==> config.mk <==
export PLATFORM = sky130hd
export DESIGN_NAME = kuf_walker
export DESIGN_NICKNAME = d
export VERILOG_FILES = /design/src/sv/kuf_pkg.sv /design/src/sv/kuf_walker.sv
export SDC_FILE = /design/constraint.sdc
export NUM_CORES = 1
export LEC_CHECK = 0
export ABC_AREA = 1
export BUFFER_PORTS_ARGS = -buffer_cell sky130_fd_sc_hd__buf_4
export CAP_MARGIN = 0
export CELL_PAD_IN_SITES_DETAIL_PLACEMENT = 1
export CELL_PAD_IN_SITES_GLOBAL_PLACEMENT = 1
export CORE_UTILIZATION = 39
export CTS_CLUSTER_DIAMETER = 50
export DETAILED_ROUTE_END_ITERATION = 16
export PLACE_DENSITY_LB_ADDON = 0.1
export RECOVER_POWER = 50
export REMOVE_ABC_BUFFERS = 1
export SLEW_MARGIN = 20
export SYNTH_ARGS = -nofsm -noshare
export SYNTH_HDL_FRONTEND = slang
export SYNTH_SLANG_ARGS = --single-unit
==> constraint.sdc <==
create_clock -name clock -period 2.65 [get_ports clock]
set_clock_uncertainty 0.2 [all_clocks]
set_input_delay 0.3975 -clock clock [delete_from_list [all_inputs] [get_ports clock]]
set_output_delay 0.3975 -clock clock [all_outputs]
set_load 0.005 [all_outputs]
==> src/sv/kuf_pkg.sv <==
// shared types and constants for the kruskal union-find edge acceptor
package kuf_pkg;

   localparam int NODES       = 1024;
   localparam int COST_BITS   = 32;
   localparam int VTX_W       = $clog2(NODES);
   localparam int RANK_W      = 4;
   localparam int TOTAL_W     = 48;
   localparam int VERTEX_BITS = 10;
   localparam int COST_PORT_W = 32;
   localparam int REQ_DATA_W  = 56;
   localparam int RSP_DATA_W  = 56;

   localparam logic [RANK_W-1:0]  RANK_MAX  = {RANK_W{1'b1}};
   localparam logic [TOTAL_W-1:0] TOTAL_MAX = {TOTAL_W{1'b1}};

   // one forest entry: parent pointer and rank
   typedef struct packed {
      logic [RANK_W-1:0] rank;
      logic [VTX_W-1:0]  parent;
   } node_type;

   typedef struct packed {
      logic             en;
      logic [VTX_W-1:0] addr;
      node_type         data;
   } node_wr_type;

   // end of one edge: result handed to the total and the response register
   typedef struct packed {
      logic                 fire;
      logic                 accepted;
      logic                 last;
      logic [COST_BITS-1:0] cost;
   } link_type;

   typedef enum logic [2:0] {
      S_CLEAR,
      S_IDLE,
      S_FIND,
      S_COMP,
      S_LINK,
      S_RANK
   } walk_state_type;

endpackage

==> src/sv/kuf_walker.sv <==
// sequencer: clearing pass, root walks with path compression, union by rank
module kuf_walker (
   input  logic                              clock,
   input  logic                              reset,
   input  logic                              in_valid,
   output logic                              in_ready,
   input  logic [kuf_pkg::VERTEX_BITS-1:0]   vertex_a,
   input  logic [kuf_pkg::VERTEX_BITS-1:0]   vertex_b,
   input  logic [kuf_pkg::COST_PORT_W-1:0]   edge_cost,
   input  logic                              last_edge,
   input  logic                              out_free,
   output kuf_pkg::node_wr_type              wr,
   output logic [kuf_pkg::VTX_W-1:0]         rd_addr,
   input  kuf_pkg::node_type                 rd_data,
   output kuf_pkg::link_type                 link
);
   import kuf_pkg::*;

   walk_state_type       state_ff, state_in;
   logic                 side_ff, side_in;
   logic [VTX_W-1:0]     cur_ff, cur_in;
   logic [VTX_W-1:0]     va_ff, va_in;
   logic [VTX_W-1:0]     vb_ff, vb_in;
   logic [VTX_W-1:0]     ra_ff, ra_in;
   logic [VTX_W-1:0]     rb_ff, rb_in;
   logic [RANK_W-1:0]    rank_a_ff, rank_a_in;
   logic [RANK_W-1:0]    rank_b_ff, rank_b_in;
   logic [COST_BITS-1:0] cost_ff, cost_in;
   logic                 last_ff, last_in;
   logic                 in_range_ff, in_range_in;
   logic [VTX_W-1:0]     clr_cnt_ff, clr_cnt_in;

   logic                 accept;
   logic                 in_range;
   logic                 joined;
   logic                 a_below;
   logic [VTX_W-1:0]     walk_root;
   logic [VTX_W-1:0]     walk_start;

   assign in_ready = (state_ff == S_IDLE);
   assign accept   = in_valid && in_ready;
   assign in_range = (32'(vertex_a) < NODES) && (32'(vertex_b) < NODES);
   assign joined   = in_range_ff && (ra_ff != rb_ff);
   assign a_below  = (rank_a_ff < rank_b_ff);

   always_ff @(posedge clock) begin
      if (reset) begin
         state_ff   <= S_CLEAR;
         clr_cnt_ff <= '0;
      end else begin
         state_ff   <= state_in;
         clr_cnt_ff <= clr_cnt_in;
      end
   end

   always_ff @(posedge clock) begin
      side_ff     <= side_in;
      cur_ff      <= cur_in;
      va_ff       <= va_in;
      vb_ff       <= vb_in;
      ra_ff       <= ra_in;
      rb_ff       <= rb_in;
      rank_a_ff   <= rank_a_in;
      rank_b_ff   <= rank_b_in;
      cost_ff     <= cost_in;
      last_ff     <= last_in;
      in_range_ff <= in_range_in;
   end

   always_comb begin
      state_in    = state_ff;
      side_in     = side_ff;
      cur_in      = cur_ff;
      va_in       = va_ff;
      vb_in       = vb_ff;
      ra_in       = ra_ff;
      rb_in       = rb_ff;
      rank_a_in   = rank_a_ff;
      rank_b_in   = rank_b_ff;
      cost_in     = cost_ff;
      last_in     = last_ff;
      in_range_in = in_range_ff;
      clr_cnt_in  = clr_cnt_ff;
      rd_addr     = cur_ff;
      wr          = '0;
      link        = '0;
      walk_root   = side_ff ? rb_ff : ra_ff;
      walk_start  = side_ff ? vb_ff : va_ff;

      unique case (state_ff)
         S_CLEAR: begin
            wr.en          = 1'b1;
            wr.addr        = clr_cnt_ff;
            wr.data.parent = clr_cnt_ff;
            wr.data.rank   = '0;
            if (clr_cnt_ff == VTX_W'(NODES - 1)) begin
               clr_cnt_in = '0;
               state_in   = S_IDLE;
            end else begin
               clr_cnt_in = clr_cnt_ff + VTX_W'(1);
            end
         end

         S_IDLE: begin
            if (accept) begin
               va_in       = VTX_W'(vertex_a);
               vb_in       = VTX_W'(vertex_b);
               cost_in     = edge_cost[COST_BITS-1:0];
               last_in     = last_edge;
               in_range_in = in_range;
               side_in     = 1'b0;
               cur_in      = VTX_W'(vertex_a);
               rd_addr     = VTX_W'(vertex_a);
               state_in    = in_range ? S_FIND : S_LINK;
            end
         end

         S_FIND: begin
            if (rd_data.parent == cur_ff) begin
               if (side_ff) begin
                  rb_in     = cur_ff;
                  rank_b_in = rd_data.rank;
               end else begin
                  ra_in     = cur_ff;
                  rank_a_in = rd_data.rank;
               end
               if (walk_start != cur_ff) begin
                  // second pass from the endpoint to point every node at the root
                  cur_in   = walk_start;
                  rd_addr  = walk_start;
                  state_in = S_COMP;
               end else if (!side_ff) begin
                  side_in  = 1'b1;
                  cur_in   = vb_ff;
                  rd_addr  = vb_ff;
                  state_in = S_FIND;
               end else begin
                  state_in = S_LINK;
               end
            end else begin
               cur_in  = rd_data.parent;
               rd_addr = rd_data.parent;
            end
         end

         S_COMP: begin
            wr.en          = 1'b1;
            wr.addr        = cur_ff;
            wr.data.parent = walk_root;
            wr.data.rank   = rd_data.rank;
            if (rd_data.parent != walk_root) begin
               cur_in  = rd_data.parent;
               rd_addr = rd_data.parent;
            end else if (!side_ff) begin
               side_in  = 1'b1;
               cur_in   = vb_ff;
               rd_addr  = vb_ff;
               state_in = S_FIND;
            end else begin
               state_in = S_LINK;
            end
         end

         S_LINK: begin
            if (out_free) begin
               link.fire     = 1'b1;
               link.accepted = joined;
               link.last     = last_ff;
               link.cost     = cost_ff;
               state_in      = last_ff ? S_CLEAR : S_IDLE;
               if (joined) begin
                  wr.en = 1'b1;
                  if (a_below) begin
                     wr.addr        = ra_ff;
                     wr.data.parent = rb_ff;
                     wr.data.rank   = rank_a_ff;
                  end else begin
                     wr.addr        = rb_ff;
                     wr.data.parent = ra_ff;
                     wr.data.rank   = rank_b_ff;
                     if ((rank_a_ff == rank_b_ff) && (rank_a_ff != RANK_MAX)) begin
                        state_in = S_RANK;
                     end
                  end
               end
            end
         end

         S_RANK: begin
            wr.en          = 1'b1;
            wr.addr        = ra_ff;
            wr.data.parent = ra_ff;
            wr.data.rank   = rank_a_ff + RANK_W'(1);
            state_in       = last_ff ? S_CLEAR : S_IDLE;
         end

         default: begin
            state_in = S_CLEAR;
         end
      endcase
   end

endmodule

=== After elaboration in Yosys (flattened, before gate mapping) ===
Index checks and enable logic that the tools add are counted.

* Add/subtract/negate cells: 2
* Order comparisons: 1
* Equality and inequality tests: 18
* Mux-type cells: 32
* Bitwise logic cells: 1
* Reduce and logical (&&, ||, !) cells: 9

{| class="wikitable"
|+ Operators with widths
! kind !! count
|-
| case mux 25 bit (4 select lines) || 1
|-
| two-way mux 10 bit || 8
|-
| two-way mux 35 bit || 2
|-
| two-way mux 25 bit || 2
|-
| two-way mux 3 bit || 10
|-
| != test 10 bit || 3
|-
| case mux 10 bit (3 select lines) || 1
|-
| two-way mux 24 bit || 1
|-
| case mux 3 bit (6 select lines) || 1
|-
| adder 10 x 1 -> 10 bit (second input constant) || 1
|-
| == test 10 bit || 1
|-
| == test 10 bit (second input constant) || 1
|-
| != test 2 bit (second input constant) || 5
|-
| AND reduction 5 bit || 2
|-
| == test 3 x 2 -> 1 bit (second input constant) || 2
|-
| == test 3 bit (second input constant) || 2
|-
| AND reduction 3 bit || 2
|-
| two-way mux 1 bit || 5
|-
| adder 4 x 1 -> 4 bit (second input constant) || 1
|-
| == test 4 bit || 1
|-
| less-than comparator 4 bit || 1
|-
| != test 4 bit (second input constant) || 1
|-
| == test 3 x 1 -> 1 bit (second input constant) || 1
|-
| zero test 3 bit || 1
|-
| other kinds (6) || 7
|}

* Flip-flop bits (word level): 105
* Input port bits: 71
* Output and inout port bits: 71
* Word-level logic and storage cells: 75

=== Longest topological paths before layout ===
* Depth after elaboration: 7
* Depth in mapped cells: 15

=== Least setup slack after synthesis ===
OpenSTA, ideal clock, no wires.

* Kind: reg-to-output
* From: reg state_ff[0]
* To: out rd_addr[8] (netlist bit)
* Arrival time: 1.948 ns
* Slack: 0.104 ns
* Cell stages (with the launch flop): 14
* Buffers on the path: 1
* Path through: dfxtp_1 inv_1 nor2_1 nand2_1 inv_1 nand2_1 inv_1 buf_2 nand2_1 o21ai_0 inv_1 nand2_1 inv_1 nand3_1

* Longest elaborated chain between the ends: 4

{| class="wikitable"
|+ RTL lines
! item !! RTL line !! source
|-
| from (decl) || kuf_walker.sv:19 || <nowiki>walk_state_type state_ff, state_in;</nowiki>
|-
| from (signal assigned) || kuf_walker.sv:51 || <nowiki>state_ff <= state_in;</nowiki>
|-
| == test 3 x 1 -> 1 bit * || kuf_walker.sv:40 || <nowiki>assign in_ready = (state_ff == S_IDLE);</nowiki>
|-
| via in_ready || kuf_walker.sv:6 || <nowiki>output logic in_ready,</nowiki>
|-
| logical AND 1 bit || kuf_walker.sv:41 || <nowiki>assign accept = in_valid && in_ready;</nowiki>
|-
| two-way mux 10 bit || kuf_walker.sv:105 || <nowiki>if (accept) begin</nowiki>
|-
| case mux 10 bit (3 select lines) * || kuf_walker.sv:90 || <nowiki>unique case (state_ff)</nowiki>
|-
| to (decl) || kuf_walker.sv:13 || <nowiki>output logic [kuf_pkg::VTX_W-1:0] rd_addr,</nowiki>
|}

Mark *: on every way through the listed nets, which the timed path passes. The rest lies on a longest branch.

=== Final worst setup path ===
* From: reg side_ff
* To: out rd_addr[5] (netlist bit)

* Longest elaborated chain between the ends: 5

{| class="wikitable"
|+ RTL lines
! item !! RTL line !! source
|-
| from (decl) || kuf_walker.sv:20 || <nowiki>logic side_ff, side_in;</nowiki>
|-
| from (signal assigned) || kuf_walker.sv:57 || <nowiki>side_ff <= side_in;</nowiki>
|-
| two-way mux 10 bit || kuf_walker.sv:88 || <nowiki>walk_start = side_ff ? vb_ff : va_ff;</nowiki>
|-
| != test 10 bit || kuf_walker.sv:127 || <nowiki>if (walk_start != cur_ff) begin</nowiki>
|-
| two-way mux 10 bit || kuf_walker.sv:127 ||
|-
| two-way mux 10 bit || kuf_walker.sv:119 || <nowiki>if (rd_data.parent == cur_ff) begin</nowiki>
|-
| case mux 10 bit (3 select lines) * || kuf_walker.sv:90 ||
|}

Mark *: on every way between the ends. The rest lies on a longest branch, timed or not.

==> qor.yml <==
fin_hold_ws_ns: 0.0295
ys_warn_count: 0
hold_viol: 0
grt_use_total_pct: 32.9
violations: "setup timing"
synth_common_cells: "254 x nand2_1, 151 x inv_1, 92 x nand3_1"
pre_cts_slack_ns: -0.204
die_h_um: 130
endpoint_kind: "output port"
nNetsFinal: 1233
cts-root-buf: "clkbuf_16"
async_reset_ff_share_pct: 0
start_util_pct: 40.2
endpoint: "rd_addr[5]"
crit_path_start: "side_ff"
path_class: "reg -> out"
setup_viol: 41
maxCapViolations: 0
synth-seq-area-share_pct: 45.6
slew_viol_final: 0
gp_congestion: 0.822
critPathMaxFanout: 7
combPwrFrac_pct: 7.0
yosys_register_bits: 105
netSwitchingFraction_pct: 24.0
cts_max_path_buffers: 2
min_period_ns: 3.30
drt_wl_total_um: 30100
yosys.area.top_type: "edfxtp_1"
design.portCount: 142
power.leakage_nw: 4.82
r2r_cells: 16
rsz0062_at_grt: "yes"
hp-class: "in -> reg"
critPathArrivalTime_ns: 2.71
h-tree-depth: 3
status: "finished, violations left"
antenna_found_initial: 1
firstDrtPassIters: 6
syn_avg_cell_area_um2: 7.41
ir_drop_uv: 298
synth_edf_count: 82
synth_top_cell_area_share_pct: 38.4
whs_path_depth: 1
synth_area_leaders: "edfxtp_1 38%, nand2_1 15%, inv_1 8.8%"
clk_pin_slew_ns: 0.08
wire_per_inst_um: 21.9
antenna_left: 0
slew_headroom_pct: 59.3
timing.rr.start: "side_ff"
finalCritPeriodShare_pct: 125
power.clock.fraction_pct: 42.5
cp-start-kind: "flip-flop"
seq_power_share_pct: 50.4
yosysUniqueCellTypes: 35
syn_area_um2: 6410
finalPower_mw: 3.51
max_clock_freq_mhz: 303
num_rows: 46
syn_inst: 865
drtIter0Drc: 569
cts_buffers: 9
core_um2: 15900
p_sw_mw: 0.842
io_buffers: 141
worst-slew-pin-transition_ns: 0.610
grt_overflow: 0
synth.most_common_cell: "nand2_1"
clock-sinks: 105
power_density_nw_per_um2: 343
holdCritStartpoint: "vertex_a[6]"
num_vias: 7560
grt_pass1_wl_um: 41000
grt_max_degree: 35
r2r_end: "side_ff"
dp.final_hpwl_um: 16100
setup_ws_ns: -0.653
viasPerCell: 5.49
final_layout_size_suffix_gt1_share_pct: 36.3
grt_pass1_vias: 7560
internal_power_mw: 2.67
die_area_um2: 17000
cp.required_ns: 2.05
rrSetupSlack_ns: -0.25
antennaDiodeCount: 0
remaining_drc_errors: 0
dieWidth_um: 130
ys.flop_type: "edfxtp_1"
cts_tree: "built"
clock_latency_ns: 0.38
area_growth_pct: 59.8
## area by class of cell
cell class                 instances  area (um2)
inverter                         157         598
timing repair buffer             309        2720
clock buffer                       9         225
multi-input combinational        574        3420
clock inverter                     7        91.3
fill                            1915        5690
sequential                       105        2920
tap                              216         270
## cells in the final DEF (no fill, tap or decap), drive strengths merged
master / instances
dfxtp: 23
o22ai: 4
inv: 160
clkbuf: 71
o211ai: 37
nor3b: 1
xor2: 17
a221oi: 1
nand3: 94
xnor2: 1
o31ai: 1
clkinv: 1
o21ai: 36
a21oi: 17
a31oi: 1
ha: 6
nor3: 6
nand2: 257
nand4: 13
or2: 1
edfxtp: 82
dlygate4sd3: 43
buf: 204
o311ai: 1
nor2: 80
bufinv: 1
clkinvlp: 2
## per-layer routing
layer  track usage, %  share of wire, %
met5                0             0.030
met4             15.9               4.4
met3             6.19               6.8
met2             59.5                51
met1             37.2                37
## cells by family after synthesis
logic type	after synthesis	synth area share, %
AND/OR/NAND/NOR	448	29.2
XOR/XNOR	18	2.46
AO/OA/AOI/OAI	98	9.46
adder cells (fa/ha/maj)	6	1.17
buffers and inverters	190	12.1
flip-flops	105	45.6
## registers in the layout, summed over array words and instances, names as in the netlist, 4 cells and up
register / cells
clr_cnt_ff: 10
rank_a_ff: 4
cur_ff: 10
vb_ff: 10
cost_ff: 32
rb_ff: 10
ra_ff: 10
rank_b_ff: 4
va_ff: 10
## what timing repair did
item / 4_1_cts / 5_1_grt
endpoints found under the setup margin: 36 / 40
cloned: 14 / 2
buffers inserted: 38 / 18
hold buffers: 38 / 5
endpoints found under the hold margin: 38 / 5
pin swaps: 46 / 68
gates resized for setup: 127 / 105
## metrics by stage
stage	cells	setup TNS [ns]	area, um2	util (%)
global placement	1255	-5.12	8120	50.9
floorplan	832	-53.51	6230	-
CTS	1358	-6.77	9840	61.7
detailed placement	1255	-1.52	8120	50.9
finish	1377	-13.14	10200	64.3
global route	1377	-17.30	10200	64.3
## critical path, stage by stage (launching register included)
cell	delay [ns]
edfxtp_1	0.51
buf_6	0.21
buf_12	0.18
nand2_4	0.07
nand2_2	0.07
nand2_1	0.09
nand2_2	0.09
nand2_2	0.07
nor2_4	0.12
buf_6	0.14
nand3_4	0.09
buf_6	0.16
nand2_1	0.09
nand3_1	0.11
nand2_1	0.10
inv_1	0.06
nand3_2	0.08
buf_4	0.11
## worst min-delay path by stage
stage and end:
2_1_floorplan state_ff[0], 3_3_place_gp clr_cnt_ff[6], 3_5_place_dp clr_cnt_ff[6], 4_1_cts cost_ff[29], 5_1_grt va_ff[6], 6_report va_ff[6]
## power groups by stage
stage	clock, mW	sequential (mW)	combinational (mW)
after floorplan	0	1.81	0.0507
after global placement	0	1.81	0.170
after detailed placement	0	1.81	0.176
after CTS	1.50	1.77	0.229
after global routing	1.55	1.77	0.262
final	1.49	1.77	0.248
Power figures use the tool's default switching activity.
